$ cat src/rtl/wabs_pkg.sv
// Package for the windowed average background subtract core.
// Holds widths, register indexes, reset values, controller states and command types.
// No dependencies.
`timescale 1ns / 1ps

package wabs_pkg;

  localparam int SMP_W     = 32;
  localparam int SUM_W     = 46;
  localparam int CNT_W     = 15;
  localparam int CFG_W     = 14;
  localparam int CH_W      = 3;
  localparam int Q_W       = 32;
  localparam int DIFF_W    = 33;
  localparam int CFG_IDX_W = 2;

  localparam int MAX_SAMPLES_DEF = 16384;
  localparam int CHANNELS_DEF    = 8;

  localparam logic [CFG_IDX_W-1:0] REG_SIGNAL_FIRST     = 2'd0;
  localparam logic [CFG_IDX_W-1:0] REG_SIGNAL_LAST      = 2'd1;
  localparam logic [CFG_IDX_W-1:0] REG_BACKGROUND_FIRST = 2'd2;
  localparam logic [CFG_IDX_W-1:0] REG_BACKGROUND_LAST  = 2'd3;

  localparam logic [CFG_W-1:0] SIGNAL_FIRST_RST     = 14'd0;
  localparam logic [CFG_W-1:0] SIGNAL_LAST_RST      = 14'd100;
  localparam logic [CFG_W-1:0] BACKGROUND_FIRST_RST = 14'd1600;
  localparam logic [CFG_W-1:0] BACKGROUND_LAST_RST  = 14'd1650;

  typedef enum logic [2:0] {
    ST_IDLE,
    ST_SIG_START,
    ST_SIG_RUN,
    ST_BKG_START,
    ST_BKG_RUN,
    ST_OUT
  } ctrl_state_t;

  typedef struct packed {
    logic in_open;
    logic div_start;
    logic div_sel_bkg;
    logic cap_sig;
    logic out_load;
  } ctrl_cmd_t;

  typedef struct packed {
    logic last_taken;
    logic hit;
    logic div_done;
    logic out_free;
  } ctrl_status_t;

endpackage

$ cat src/rtl/wabs_div.sv
// Sequential signed divider: 46-bit sum by 15-bit count, one quotient bit per cycle.
// Truncates toward zero. Depends on wabs_pkg.
`timescale 1ns / 1ps

module wabs_div (
  input  logic                                clk,
  input  logic                                rst_n,
  input  logic                                start,
  input  logic signed [wabs_pkg::SUM_W-1:0]   dividend,
  input  logic        [wabs_pkg::CNT_W-1:0]   divisor,
  output logic                                done,
  output logic signed [wabs_pkg::Q_W-1:0]     quotient
);
  import wabs_pkg::*;

  localparam int STEP_W = $clog2(SUM_W + 1);

  logic [SUM_W-1:0]  quo_r, quo_nxt;
  logic [CNT_W-1:0]  rem_r, rem_nxt;
  logic [CNT_W-1:0]  dsr_r;
  logic              neg_r;
  logic              busy_r, busy_nxt;
  logic              done_r, done_nxt;
  logic [STEP_W-1:0] step_r, step_nxt;
  logic [CNT_W:0]    rem_sh;
  logic              ge;
  logic [SUM_W-1:0]  mag;
  logic [SUM_W-1:0]  quo_signed;

  assign mag = dividend[SUM_W-1] ? (~dividend + 1'b1) : dividend;

  always_comb begin
    rem_sh   = {rem_r, quo_r[SUM_W-1]};
    ge       = rem_sh >= {1'b0, dsr_r};
    rem_nxt  = ge ? CNT_W'(rem_sh - {1'b0, dsr_r}) : rem_sh[CNT_W-1:0];
    quo_nxt  = {quo_r[SUM_W-2:0], ge};
    busy_nxt = busy_r && (step_r != STEP_W'(SUM_W - 1));
    done_nxt = busy_r && (step_r == STEP_W'(SUM_W - 1));
    step_nxt = step_r + 1'b1;
  end

  always_ff @(posedge clk) begin
    if (!rst_n) begin
      busy_r <= 1'b0;
      done_r <= 1'b0;
      step_r <= '0;
    end else if (start) begin
      busy_r <= 1'b1;
      done_r <= 1'b0;
      step_r <= '0;
    end else begin
      busy_r <= busy_nxt;
      done_r <= done_nxt;
      if (busy_r) begin
        step_r <= step_nxt;
      end
    end
  end

  always_ff @(posedge clk) begin
    if (start) begin
      quo_r <= mag;
      rem_r <= '0;
      dsr_r <= divisor;
      neg_r <= dividend[SUM_W-1];
    end else if (busy_r) begin
      quo_r <= quo_nxt;
      rem_r <= rem_nxt;
    end
  end

  assign quo_signed = neg_r ? (~quo_r + 1'b1) : quo_r;
  assign quotient   = signed'(quo_signed[Q_W-1:0]);
  assign done       = done_r;

endmodule

$ cat src/rtl/wabs_dp.sv
// Datapath: window registers, index and accumulators, waveform snapshot, divider and
// output register. Depends on wabs_pkg and wabs_div.
`timescale 1ns / 1ps

module wabs_dp #(
  parameter int MAX_SAMPLES = wabs_pkg::MAX_SAMPLES_DEF,
  parameter int CHANNELS    = wabs_pkg::CHANNELS_DEF
) (
  input  logic                                  clk,
  input  logic                                  rst_n,
  input  logic                                  cfg_valid,
  input  logic [wabs_pkg::CFG_IDX_W-1:0]        cfg_index,
  input  logic [wabs_pkg::CFG_W-1:0]            cfg_data,
  input  logic                                  in_valid,
  input  logic [wabs_pkg::CH_W-1:0]             in_channel,
  input  logic signed [wabs_pkg::SMP_W-1:0]     in_sample,
  input  logic                                  in_last_sample,
  input  logic                                  out_stall,
  output logic                                  out_valid,
  output logic [wabs_pkg::CH_W-1:0]             out_result_channel,
  output logic signed [wabs_pkg::DIFF_W-1:0]    out_mean_difference,
  output logic                                  out_both_windows_hit,
  input  wabs_pkg::ctrl_cmd_t                   cmd,
  output wabs_pkg::ctrl_status_t                status
);
  import wabs_pkg::*;

  localparam int IDX_W    = $clog2(MAX_SAMPLES + 1);
  localparam int CMP_W    = (IDX_W > CFG_W) ? IDX_W : CFG_W;
  localparam int CH_LIM_W = ($clog2(CHANNELS + 1) > CH_W) ? $clog2(CHANNELS + 1) : CH_W;

  logic [CFG_W-1:0]        sig_first_r, sig_last_r, bkg_first_r, bkg_last_r;
  logic [IDX_W-1:0]        idx_r, idx_nxt;
  logic signed [SUM_W-1:0] sig_sum_r, bkg_sum_r, sig_sum_nxt, bkg_sum_nxt;
  logic [CNT_W-1:0]        sig_cnt_r, bkg_cnt_r, sig_cnt_nxt, bkg_cnt_nxt;
  logic signed [SUM_W-1:0] smp_ext;
  logic [CMP_W-1:0]        idx_ext;
  logic                    live, sig_win, bkg_win, chan_ok, take;

  logic signed [SUM_W-1:0] snap_sig_sum_r, snap_bkg_sum_r;
  logic [CNT_W-1:0]        snap_sig_cnt_r, snap_bkg_cnt_r;
  logic [CH_W-1:0]         snap_chan_r;
  logic                    snap_hit_r;

  logic signed [SUM_W-1:0] div_dividend;
  logic [CNT_W-1:0]        div_divisor;
  logic                    div_done;
  logic signed [Q_W-1:0]   div_q;
  logic signed [Q_W-1:0]   q_sig_r;

  logic                     out_valid_r, out_valid_nxt;
  logic [CH_W-1:0]          out_chan_r;
  logic signed [DIFF_W-1:0] out_diff_r, out_diff_nxt;
  logic                     out_hit_r;

  always_ff @(posedge clk) begin
    if (!rst_n) begin
      sig_first_r <= SIGNAL_FIRST_RST;
      sig_last_r  <= SIGNAL_LAST_RST;
      bkg_first_r <= BACKGROUND_FIRST_RST;
      bkg_last_r  <= BACKGROUND_LAST_RST;
    end else if (cfg_valid) begin
      unique case (cfg_index)
        REG_SIGNAL_FIRST:     sig_first_r <= cfg_data;
        REG_SIGNAL_LAST:      sig_last_r  <= cfg_data;
        REG_BACKGROUND_FIRST: bkg_first_r <= cfg_data;
        REG_BACKGROUND_LAST:  bkg_last_r  <= cfg_data;
        default: ;
      endcase
    end
  end

  always_comb begin
    chan_ok = CH_LIM_W'(in_channel) < CH_LIM_W'(CHANNELS);
    take    = in_valid && cmd.in_open && chan_ok;
    smp_ext = SUM_W'(in_sample);
    idx_ext = CMP_W'(idx_r);
    live    = idx_r < IDX_W'(MAX_SAMPLES);
    sig_win = live && (idx_ext >= CMP_W'(sig_first_r)) && (idx_ext <= CMP_W'(sig_last_r));
    bkg_win = live && (idx_ext >= CMP_W'(bkg_first_r)) && (idx_ext <= CMP_W'(bkg_last_r));
    sig_sum_nxt = sig_sum_r + (sig_win ? smp_ext : '0);
    bkg_sum_nxt = bkg_sum_r + (bkg_win ? smp_ext : '0);
    sig_cnt_nxt = sig_cnt_r + CNT_W'(sig_win);
    bkg_cnt_nxt = bkg_cnt_r + CNT_W'(bkg_win);
    idx_nxt     = live ? (idx_r + 1'b1) : idx_r;
  end

  always_ff @(posedge clk) begin
    if (!rst_n) begin
      idx_r     <= '0;
      sig_sum_r <= '0;
      bkg_sum_r <= '0;
      sig_cnt_r <= '0;
      bkg_cnt_r <= '0;
    end else if (take) begin
      if (in_last_sample) begin
        idx_r     <= '0;
        sig_sum_r <= '0;
        bkg_sum_r <= '0;
        sig_cnt_r <= '0;
        bkg_cnt_r <= '0;
      end else begin
        idx_r     <= idx_nxt;
        sig_sum_r <= sig_sum_nxt;
        bkg_sum_r <= bkg_sum_nxt;
        sig_cnt_r <= sig_cnt_nxt;
        bkg_cnt_r <= bkg_cnt_nxt;
      end
    end
  end

  always_ff @(posedge clk) begin
    if (take && in_last_sample) begin
      snap_sig_sum_r <= sig_sum_nxt;
      snap_bkg_sum_r <= bkg_sum_nxt;
      snap_sig_cnt_r <= sig_cnt_nxt;
      snap_bkg_cnt_r <= bkg_cnt_nxt;
      snap_chan_r    <= in_channel;
      snap_hit_r     <= (sig_cnt_nxt != '0) && (bkg_cnt_nxt != '0);
    end
    if (cmd.cap_sig) begin
      q_sig_r <= div_q;
    end
  end

  assign div_dividend = cmd.div_sel_bkg ? snap_bkg_sum_r : snap_sig_sum_r;
  assign div_divisor  = cmd.div_sel_bkg ? snap_bkg_cnt_r : snap_sig_cnt_r;

  wabs_div u_div (
    .clk      (clk),
    .rst_n    (rst_n),
    .start    (cmd.div_start),
    .dividend (div_dividend),
    .divisor  (div_divisor),
    .done     (div_done),
    .quotient (div_q)
  );

  always_comb begin
    out_diff_nxt  = snap_hit_r ? (DIFF_W'(q_sig_r) - DIFF_W'(div_q)) : '0;
    out_valid_nxt = cmd.out_load || (out_valid_r && out_stall);
  end

  always_ff @(posedge clk) begin
    if (!rst_n) begin
      out_valid_r <= 1'b0;
    end else begin
      out_valid_r <= out_valid_nxt;
    end
  end

  always_ff @(posedge clk) begin
    if (cmd.out_load) begin
      out_chan_r <= snap_chan_r;
      out_diff_r <= out_diff_nxt;
      out_hit_r  <= snap_hit_r;
    end
  end

  assign out_valid            = out_valid_r;
  assign out_result_channel   = out_chan_r;
  assign out_mean_difference  = out_diff_r;
  assign out_both_windows_hit = out_hit_r;

  always_comb begin
    status.last_taken = take && in_last_sample;
    status.hit        = snap_hit_r;
    status.div_done   = div_done;
    status.out_free   = !out_valid_r || !out_stall;
  end

endmodule

$ cat src/rtl/wabs_ctrl.sv
// Controller: sequences sample intake, the two mean divisions and the result load.
// Depends on wabs_pkg.
`timescale 1ns / 1ps

module wabs_ctrl (
  input  logic                   clk,
  input  logic                   rst_n,
  input  wabs_pkg::ctrl_status_t status,
  output wabs_pkg::ctrl_cmd_t    cmd
);
  import wabs_pkg::*;

  ctrl_state_t state_r, state_nxt;

  always_ff @(posedge clk) begin
    if (!rst_n) begin
      state_r <= ST_IDLE;
    end else begin
      state_r <= state_nxt;
    end
  end

  always_comb begin
    state_nxt = state_r;
    unique case (state_r)
      ST_IDLE:      if (status.last_taken) state_nxt = ST_SIG_START;
      ST_SIG_START: state_nxt = status.hit ? ST_SIG_RUN : ST_OUT;
      ST_SIG_RUN:   if (status.div_done) state_nxt = ST_BKG_START;
      ST_BKG_START: state_nxt = ST_BKG_RUN;
      ST_BKG_RUN:   if (status.div_done) state_nxt = ST_OUT;
      ST_OUT:       if (status.out_free) state_nxt = ST_IDLE;
      default:      state_nxt = ST_IDLE;
    endcase
  end

  always_comb begin
    cmd = '0;
    unique case (state_r)
      ST_IDLE:      cmd.in_open = 1'b1;
      ST_SIG_START: cmd.div_start = status.hit;
      ST_SIG_RUN:   cmd.cap_sig = status.div_done;
      ST_BKG_START: begin
        cmd.div_start   = 1'b1;
        cmd.div_sel_bkg = 1'b1;
      end
      ST_BKG_RUN:   cmd.div_sel_bkg = 1'b1;
      ST_OUT:       cmd.out_load = status.out_free;
      default:      cmd = '0;
    endcase
  end

endmodule

$ cat src/rtl/windowed_average_background_subtract_core.sv
// Top level of the windowed average background subtract core.
// Depends on wabs_pkg, wabs_ctrl, wabs_dp (which holds wabs_div).
//
// Usage: samples of one waveform enter on the in_ channel (valid/stall), one
// transaction per cycle while in_stall is low, in order; in_last_sample marks the
// final one. Samples whose running index falls in the signal or background window
// (inclusive, set through the cfg_ write channel) are summed and counted. Indexes at
// or past MAX_SAMPLES are not accumulated. Transactions with a channel at or above
// CHANNELS are taken and ignored. After the last sample the input stalls while the two
// means are formed in turn by one shared bit-serial divider; then the result appears
// on the out_ channel (with no division when a window is empty, which yields 0 with
// both_windows_hit low). Non-last samples never stall the input.
// The result sits in an output register; if out_stall holds it, the next waveform's
// samples are still taken, and after its last sample the input stalls until that
// register frees.
// Reset (rst_n low, synchronous) restores window defaults 0..100 and 1600..1650 and
// clears index, sums, counts and the output valid. cfg_ready is always high; write
// the windows only while no waveform is in progress.
`timescale 1ns / 1ps

module windowed_average_background_subtract_core #(
  parameter int MAX_SAMPLES = wabs_pkg::MAX_SAMPLES_DEF,
  parameter int CHANNELS    = wabs_pkg::CHANNELS_DEF
) (
  input  logic                                clk,
  input  logic                                rst_n,
  input  logic                                cfg_valid,
  output logic                                cfg_ready,
  input  logic [wabs_pkg::CFG_IDX_W-1:0]      cfg_index,
  input  logic [wabs_pkg::CFG_W-1:0]          cfg_data,
  input  logic                                in_valid,
  output logic                                in_stall,
  input  logic [wabs_pkg::CH_W-1:0]           in_channel,
  input  logic signed [wabs_pkg::SMP_W-1:0]   in_sample,
  input  logic                                in_last_sample,
  output logic                                out_valid,
  input  logic                                out_stall,
  output logic [wabs_pkg::CH_W-1:0]           out_result_channel,
  output logic signed [wabs_pkg::DIFF_W-1:0]  out_mean_difference,
  output logic                                out_both_windows_hit
);
  import wabs_pkg::*;

  ctrl_cmd_t    cmd;
  ctrl_status_t status;

  assign cfg_ready = 1'b1;
  assign in_stall  = !cmd.in_open;

  wabs_ctrl u_ctrl (
    .clk    (clk),
    .rst_n  (rst_n),
    .status (status),
    .cmd    (cmd)
  );

  wabs_dp #(
    .MAX_SAMPLES (MAX_SAMPLES),
    .CHANNELS    (CHANNELS)
  ) u_dp (
    .clk                  (clk),
    .rst_n                (rst_n),
    .cfg_valid            (cfg_valid && cfg_ready),
    .cfg_index            (cfg_index),
    .cfg_data             (cfg_data),
    .in_valid             (in_valid),
    .in_channel           (in_channel),
    .in_sample            (in_sample),
    .in_last_sample       (in_last_sample),
    .out_stall            (out_stall),
    .out_valid            (out_valid),
    .out_result_channel   (out_result_channel),
    .out_mean_difference  (out_mean_difference),
    .out_both_windows_hit (out_both_windows_hit),
    .cmd                  (cmd),
    .status               (status)
  );

  a_stall_after_last: assert property (@(posedge clk) disable iff (!rst_n)
    status.last_taken |=> in_stall)
    else $error("input not stalled after last sample");

  a_out_from_load: assert property (@(posedge clk) disable iff (!rst_n)
    $rose(out_valid) |-> $past(cmd.out_load))
    else $error("result shown without a load");

  a_empty_is_zero: assert property (@(posedge clk) disable iff (!rst_n)
    (out_valid && !out_both_windows_hit) |-> (out_mean_difference == '0))
    else $error("nonzero difference with an empty window");

  a_no_div_while_open: assert property (@(posedge clk) disable iff (!rst_n)
    cmd.in_open |-> !cmd.div_start)
    else $error("division started while taking samples");

endmodule
$ cat config.mk
export PLATFORM = sky130hd
export DESIGN_NAME = windowed_average_background_subtract_core
export DESIGN_NICKNAME = d
export VERILOG_FILES = /design/src/rtl/wabs_pkg.sv /design/src/rtl/wabs_div.sv /design/src/rtl/wabs_dp.sv /design/src/rtl/wabs_ctrl.sv /design/src/rtl/windowed_average_background_subtract_core.sv
export SDC_FILE = /design/constraint.sdc
export NUM_CORES = 1
export LEC_CHECK = 0
export ABC_CLOCK_PERIOD_IN_PS = 18200
export BUFFER_PORTS_ARGS = -buffer_cell sky130_fd_sc_hd__buf_2
export CORE_MARGIN = 2
export CORE_UTILIZATION = 65
export CTS_BUF_LIST = sky130_fd_sc_hd__clkbuf_8 sky130_fd_sc_hd__clkbuf_16
export CTS_CLUSTER_DIAMETER = 30
export DETAILED_ROUTE_END_ITERATION = 10
export PLACE_DENSITY = 0.95
export REMOVE_ABC_BUFFERS = 1
export SETUP_SLACK_MARGIN = 0.2
export SLEW_MARGIN = 30
export SYNTH_ARGS = -nofsm -noshare
export SYNTH_HDL_FRONTEND = slang
export SYNTH_SLANG_ARGS = --single-unit
$ cat constraint.sdc
create_clock -name clk -period 18.2 [get_ports clk]
set_input_delay 1.82 -clock clk [delete_from_list [all_inputs] [get_ports clk]]
set_output_delay 1.82 -clock clk [all_outputs]
set_load 0.05 [all_outputs]
==> out/summary.txt, run 1 <==
Status: finished clean
GR Overflow Total: 0
CP delay by family, top: compound AO/OA/AOI/OAI gates
GRT Max-Usage Layer: met2
PwrDens: 135.0 mW/mm^2
Num CTS Buffers: 94
Seq pwr share: 31.1%
Layout cells sized above 1: 10.61%
Post-synthesis cell area: 0.02980 sq mm
Gate power share: 30.6%
Critical Path RT: 18.58 ns
Relative slew slack: 31.22%
Post-place setup slack: 12.42 ns
CTS tree: yes
RSZ-0062 raised after global routing: no
# IOs: 97
Die height: 218.1 um
Switching share of total power: 35.32%
Tot GR Track Use: 33.84%
Final HPWL from detailed placement: 52220 um
Final Hold Fails: 0
Fillcell total: 2882
Final GP Congestion: 1.036
Final WL: 81650 um
Total Power: 4.587 mW
Worst path max stage delay: 0.60 ns
Async set or reset register ratio after synthesis: 0%
DR vias: 25950
Initial antenna violation count: 6
Largest net degree at the start of global routing: 117
Nets: 3519
Net Switching: 1.620 mW
WHS Endpoint: u_dp.out_result_channel[2]
FMAX: 164.3 MHz
Final Instance Area: 0.03397 sq mm
Max Cap Viol: 0
Hold-critical path depth: 0
GR Util met2: 54.19%
Syn Area/Cell: 9.307 sq um
Post-route setup slack: 12.11 ns
Synth cell types: 77
Area after DPL: 0.03065 sq mm
Seq/Total Area, Yosys: 40.67%
Wire per inst: 20.71 um
CP Capture Type: flop
Final setup vio count: 0
Iter 0 DRT Violations: 3676
Synth-to-layout area growth: 13.97%
Die Span X: 218.1 um
Critical path class: flop to flop
Clock latency at the later pin of the worst-skew pair: 0.66 ns
PortBufs: 95
Fin Setup TNS: 0 ns
Final ANT Viol Nets: 0
P_int: 2.967 mW
R2R depth: 20
R2r setup slk: 12.11 ns
Class of the worst hold path: flop to flop
Cells after synthesis: 3202
Post-Route Utilization: 75.01%
LEAKAGE: 13.83 nW
Initial Utilization: 65.81%
Critical path peak fanout: 32
CP Cell Sequence: inv_1, ha_1, nand2b_1, a2111oi_0, o311ai_0, a21oi_1, nor3_2, buf_4, nand2_1, inv_1, ha_1, a211oi_1, o21ai_0, a21oi_1, nor4_1, o31ai_1, o221ai_1, a41oi_1, o21ai_0, xor2_1
Worst Skew: 0.04260 ns
CTS Root Cell: clkbuf_16
Crit path from: u_dp.idx_ext[0]
DRC Markers: 0
Ys flop type: edfxtp_1
Met1 Use GR: 43.99%
Vias per cell: 6.584
Pins Over Slew Limit: 0
Hold-fix buffers, CTS: 0
Hold Startpoint: u_dp.snap_chan_r[2]
Fin crit period: 6.088 ns
Crit path buffers/inverters: 3
Worst-path clk slew: 0.05 ns
Synth warn: 0
Post CTS Setup Buffer Count: 0
Clock share of power: 38.4%
Vias in the first global route: 24770
CP arrival: 6.47 ns
#FFs+latches synth: 477
Clk sinks: 477
Worst slew pin tran: 1.029 ns
Worst setup SP type: flop
Num rows: 78
Final period utilization: 33.45%
Maximum VDD drop: 0.00009986 V
Crit-path slowest cell: o31ai_1
Worst r2r src: u_dp.idx_ext[0]
Die ar.: 0.04758 sq mm
Post-synth EDFFs: 257
RR Endpoint: u_dp.snap_bkg_sum_r[43]
Clk buf depth: 3
First-pass GRT wire length: 129700 um
GRT met3 Usage: 6.820%
Core area: 0.04528 sq mm
First-pass DRT Iterations: 7
Htree depth: 3
Post-cts sizing count: 0
-- cells in the final DEF (no fill, tap or decap), drive strengths merged, types with 25 or more instances in the layout --
master / n
a21boi: 62
a21o: 74
a21oi: 187
a22o: 73
a22oi: 51
and2: 116
and3: 28
buf: 125
clkbuf: 100
dfxtp: 220
edfxtp: 257
ha: 202
inv: 184
mux2i: 28
nand2: 305
nand2b: 43
nand3: 60
nand4: 56
nor2: 140
nor2b: 74
nor3: 45
o211ai: 25
o21a: 28
o21ai: 211
o21bai: 43
o31ai: 46
xnor2: 139
xor2: 86
-- cell type report --
cell class	count	area, sq um	share of cell area, %
Multi-Input combinational cell	2398	16480	48.51
Sequential cell	477	12120	35.69
Clock buffer	100	2446	7.202
Clock inverter	78	832.0	2.450
Tap cell	600	750.7	2.210
Timing Repair Buffer	125	725.7	2.137
Inverter	160	600.6	1.768
Antenna cell	4	10.01	0.02947
-- worst max path at each step --
stage	endpoint	slack, ns	cells after the start
after detailed placement	u_dp.snap_bkg_sum_r[43]	12.42	20
after global routing	u_dp.snap_sig_sum_r[39]	11.85	20
after CTS	u_dp.snap_bkg_sum_r[43]	12.32	20
final	u_dp.snap_bkg_sum_r[43]	12.11	20
after floorplan	u_dp.snap_bkg_cnt_r[0]	9.04	2
after global placement	u_dp.bkg_sum_r[44]	12.50	20
-- synth_stat cells (all sizes together), types with 25 or more instances --
cell / n / area (sq um)
buf: 28 / 145.1
nand2b: 43 / 269.0
xnor2: 139 / 1217
o21ai: 211 / 1056
dfxtp: 220 / 4404
xor2: 86 / 753.2
and2: 116 / 725.7
edfxtp: 257 / 7717
and3: 28 / 175.2
a22o: 73 / 639.4
mux2i: 28 / 280.3
ha: 202 / 2527
o211ai: 25 / 187.7
inv: 160 / 600.6
a21o: 74 / 555.5
a21oi: 187 / 935.9
a22oi: 51 / 382.9
clkbuf: 139 / 521.8
nor3: 45 / 230.2
o31ai: 46 / 345.3
a21boi: 62 / 465.5
nand2: 305 / 1145
nand4: 56 / 350.3
nor2b: 74 / 462.9
nor2: 140 / 525.5
nand3: 60 / 300.3
o21bai: 43 / 322.8
o21a: 28 / 210.2
-- per-stage QoR --
stage / instances / hold slack [ns]
6_report: 3942 / 0.4144
3_5_place_dp: 3758 / 0.4045
4_1_cts: 3936 / 0.4152
2_1_floorplan: 3035 / 0.4003
3_3_place_gp: 3757 / 0.4015
5_1_grt: 3942 / 0.4231
-- metal layers --
metal | up-vias | wire length [um] | share of wire [%]
met2 | 1551 | 37240 | 46
met4 | 2 | 3803 | 4.7
li1 | 11850 | - | -
met5 | - | 13 | 0.016
met3 | 351 | 8351 | 10
met1 | 12200 | 32240 | 39
-- registers in the layout (all words and copies together) (netlist names), 32 cells and up --
signal,count
u_dp.q_sig_r,32
u_dp.snap_bkg_sum_r,46
u_dp.sig_sum_r,46
u_dp.bkg_sum_r,46
u_dp.snap_sig_sum_r,46
u_dp.u_div.quo_r,46
u_dp.out_mean_difference,33
-- power by group through the flow --
stage	Sequential, mW	Clock [mW]	Combinational (mW)
after floorplan	1.47	0	0.958
after global placement	1.43	0	1.27
after detailed placement	1.44	0	1.31
after CTS	1.42	1.76	1.36
after global routing	1.43	1.82	1.53
final	1.42	1.76	1.40
-- worst register-to-register path: cells and delay by family (launching register included) --
kind	cells	cell delay, ns
adder cells (fa/ha/maj)	2	0.61
XOR/XNOR	1	0.17
AND/OR/NAND/NOR	4	0.57
flip-flops	1	0.38
AO/OA/AOI/OAI	10	3.66
buffers and inverters	3	0.45
-- cells by family (layout without fill, tap and decap cells) --
group | after synthesis | in the layout | share of synthesized area [%]
adders and majority gates | 206 | 206 | 8.749
other | 1 | 5 | 0.01258
and+or+nand+nor | 969 | 969 | 16.65
xor gates and xnor gates | 225 | 225 | 6.612
muxes | 50 | 50 | 1.772
AOI/OAI and AO/OA | 947 | 947 | 21.28
buffers and inverters | 327 | 463 | 4.253
DFF | 477 | 477 | 40.67
Note: power is estimated with default switching activity, not from simulation.
==> run 2: changes to the inputs <==
- ABC_AREA: not set -> 1
- ABC_CLOCK_PERIOD_IN_PS: 18200 -> 5450
- CORE_UTILIZATION: 65 -> 58
- PLACE_DENSITY: 0.95 -> 0.9
- clock period: 18.2 -> 5.45 ns (I/O delays scaled with it)
==> out/summary.txt, run 2 <==
Status: finished clean (unchanged)
Die height: 237.4 um (was 218.1 um)
Post-synthesis cell area: 0.03160 sq mm (was 0.02980 sq mm)
Core area: 0.05381 sq mm (was 0.04528 sq mm)
Worst-path clk slew: 0.05 ns (about the same)
Commonest non-fill, non-tap cell in the layout: nand2_1 (unchanged)
Cells after synthesis: 4391 (was 3202)
Post-cts sizing count: 0 (unchanged)
Most common cell in the netlist: nand2_1 (unchanged)
Pins Over Slew Limit: 0 (unchanged)
Synth warn: 0 (unchanged)
DR vias: 30430 (was 25950)
PortBufs: 95 (unchanged)
CP arrival: 5.38 ns (was 6.47 ns)
Synth cell types: 53 (was 77)
Ys flop type: edfxtp_1 (unchanged)
Critical path class: flop to flop (unchanged)
Htree depth: 3 (unchanged)
Worst slew pin tran: 0.9767 ns (was 1.029 ns)
Top cell type's share of synthesized area: 24.42% (was 25.90%)
Layout cells sized above 1: 7.180% (was 10.61%)
Post-Route Utilization: 66.89% (was 75.01%)
Tot GR Track Use: 33.01% (was 33.84%)
Hold-fix buffers, CTS: 0 (unchanged)
Initial antenna violation count: 0 (was 6)
FMAX: 207.9 MHz (was 164.3 MHz)
DRC Markers: 0 (unchanged)
Die Span X: 237.4 um (was 218.1 um)
Final ANT Viol Nets: 0 (unchanged)
Num CTS Buffers: 97 (was 94)
Wire per inst: 17.68 um (was 20.71 um)
Clock latency at the later pin of the worst-skew pair: 0.66 ns (about the same)
Fin crit period: 4.810 ns (was 6.088 ns)
Most instantiated cells after synthesis: nand2_1, inv_1, nor2_1 (was nand2_1, edfxtp_1, dfxtp_1)
Top post-synthesis cells by area: edfxtp_1, nand2_1, dfxtp_1 (was edfxtp_1, dfxtp_1, ha_1)
Ant diodes: 0 (was 4)
Vias per cell: 5.766 (was 6.584)
Commonest non-fill, non-tap cells in the layout: nand2_1, inv_1, nor2_1 (was nand2_1, edfxtp_1, dfxtp_1)
RSZ-0062 raised after global routing: no (unchanged)
First-pass GRT wire length: 149600 um (was 129700 um)
Nets: 4761 (was 3519)
# IOs: 97 (unchanged)
Final GP Congestion: 1.040 (was 1.036)
Num rows: 85 (was 78)
Post-place setup slack: 0.9181 ns (was 12.42 ns)
Final period utilization: 88.26% (was 33.45%)
Clk buf depth: 3 (unchanged)
Initial Utilization: 58.71% (was 65.81%)
Class of the worst hold path: input port to flop (was flop to flop)
Clk sinks: 477 (unchanged)
Fillcell total: 4355 (was 2882)
Post-synth EDFFs: 257 (unchanged)
LEAKAGE: 16.36 nW (was 13.83 nW)
Die ar.: 0.05636 sq mm (was 0.04758 sq mm)
Vias in the first global route: 29150 (was 24770)
Maximum VDD drop: 0.0002652 V (was 0.00009986 V)
Largest net degree at the start of global routing: 128 (was 117)
Worst setup SP type: flop (unchanged)
Max Cap Viol: 0 (unchanged)
First-pass DRT Iterations: 6 (was 7)
Iter 0 DRT Violations: 2966 (was 3676)
Worst Skew: 0.04518 ns (was 0.04260 ns)
Final HPWL from detailed placement: 68470 um (was 52220 um)
Critical Path RT: 6.02 ns (was 18.58 ns)
CP Capture Type: flop (unchanged)
GR Overflow Total: 0 (unchanged)
Final Hold Fails: 0 (unchanged)
#FFs+latches synth: 477 (unchanged)
Critical path peak fanout: 11 (was 32)
Yosys top cell by area: edfxtp_1 (unchanged)
Async set or reset register ratio after synthesis: 0% (unchanged)
Final setup vio count: 0 (unchanged)
Post-route setup slack: 0.6397 ns (was 12.11 ns)
CTS tree: yes (unchanged)
PwrDens: 439.5 mW/mm^2 (was 135.0 mW/mm^2)
Final WL: 93310 um (was 81650 um)
Seq/Total Area, Yosys: 38.36% (was 40.67%)
Synth-to-layout area growth: 13.92% (was 13.97%)
Post CTS Setup Buffer Count: 0 (unchanged)
Relative slew slack: 34.88% (was 31.22%)
Syn Area/Cell: 7.196 sq um (was 9.307 sq um)
CTS Root Cell: clkbuf_16 (unchanged)
-- run 2: metal layers --
layer  track usage, %  up-vias  part of all wire (%)
li1                 -    14720                     -
met5                0        -                     0
met1            42.67    13880                    41
met3            5.470      315                   8.8
met2            52.55     1517                    44
met4            18.98        0                   6.0
-- run 2: logic make-up (layout without fill, tap and decap cells) --
group,Yosys count,count (layout),synth area share [%]
flops,477,477,38.36
buf+inv,661,852,8.185
compound gates,757,757,13.02
simple gates,2158,2158,28.54
other cells,1,1,0.01187
xor+xnor,131,131,3.631
fa+ha+maj,206,206,8.252
-- run 2: through the flow --
stage	hold slack (ns)	setup TNS, ns	total power [mW]	instance area [sq um]	instances
2_1_floorplan	0.4003	-399.38	8.346	31100	4286
4_1_cts	0.05907	0	15.73	35980	5277
6_report	0.08615	0	15.82	36000	5278
5_1_grt	0.07850	0	16.65	36000	5278
3_5_place_dp	0.4366	0	9.783	32660	5094
3_3_place_gp	0.4481	0	9.662	32610	5092
-- run 2: final timing paths --
check                      start                         end  slack [ns]  cells past startpoint
max              u_dp.idx_ext[1]          u_dp.bkg_sum_r[20]        0.64                     25
min                in_channel[2]         u_dp.snap_chan_r[2]        0.09                      1
max reg2reg      u_dp.idx_ext[1]          u_dp.bkg_sum_r[20]        0.64                     25
min reg2reg  u_dp.snap_chan_r[1]  u_dp.out_result_channel[1]        0.44                      0
-- run 2: where the power goes --
part | switching [mW] | leakage [nW] | internal, mW
clock | 2.13 | 1.63 | 3.76
sequential | 0.272 | 4.18 | 4.44
combinational | 3.73 | 10.6 | 1.49
total | 6.13 | 16.4 | 9.69
-- run 2: layout make-up --
| type | instances | area, sq um | area share [%] |
|---|---|---|---|
| inverter | 556 | 2091 | 5.808 |
| clock buffer | 103 | 2532 | 7.035 |
| clock inverter | 80 | 793.3 | 2.204 |
| timing repair buffer | 113 | 654.4 | 1.818 |
| multi-input combinational | 3253 | 16930 | 47.04 |
| sequential | 477 | 12120 | 33.68 |
| tap | 696 | 870.8 | 2.419 |
-- run 2: critical path, cell delays in order, from the launching register on --
cell and delay, ns:
dfxtp_1 0.50, ha_1 0.29, nand2_1 0.15, nor2_1 0.05, o21ai_0 0.14, nand3_1 0.10
nand2_1 0.07, nand2_1 0.05, nand2_1 0.15, nand2_1 0.31, nor2_1 0.21, ha_1 0.34
inv_1 0.13, fa_1 0.42, inv_1 0.14, nand3_1 0.10, nand2_1 0.20, nand2_1 0.10
nand2_1 0.13, nand2_1 0.06, nand2_1 0.21, nand2_1 0.08, nand2_1 0.09, xor2_1 0.39
nand2_1 0.11, a21oi_1 0.18
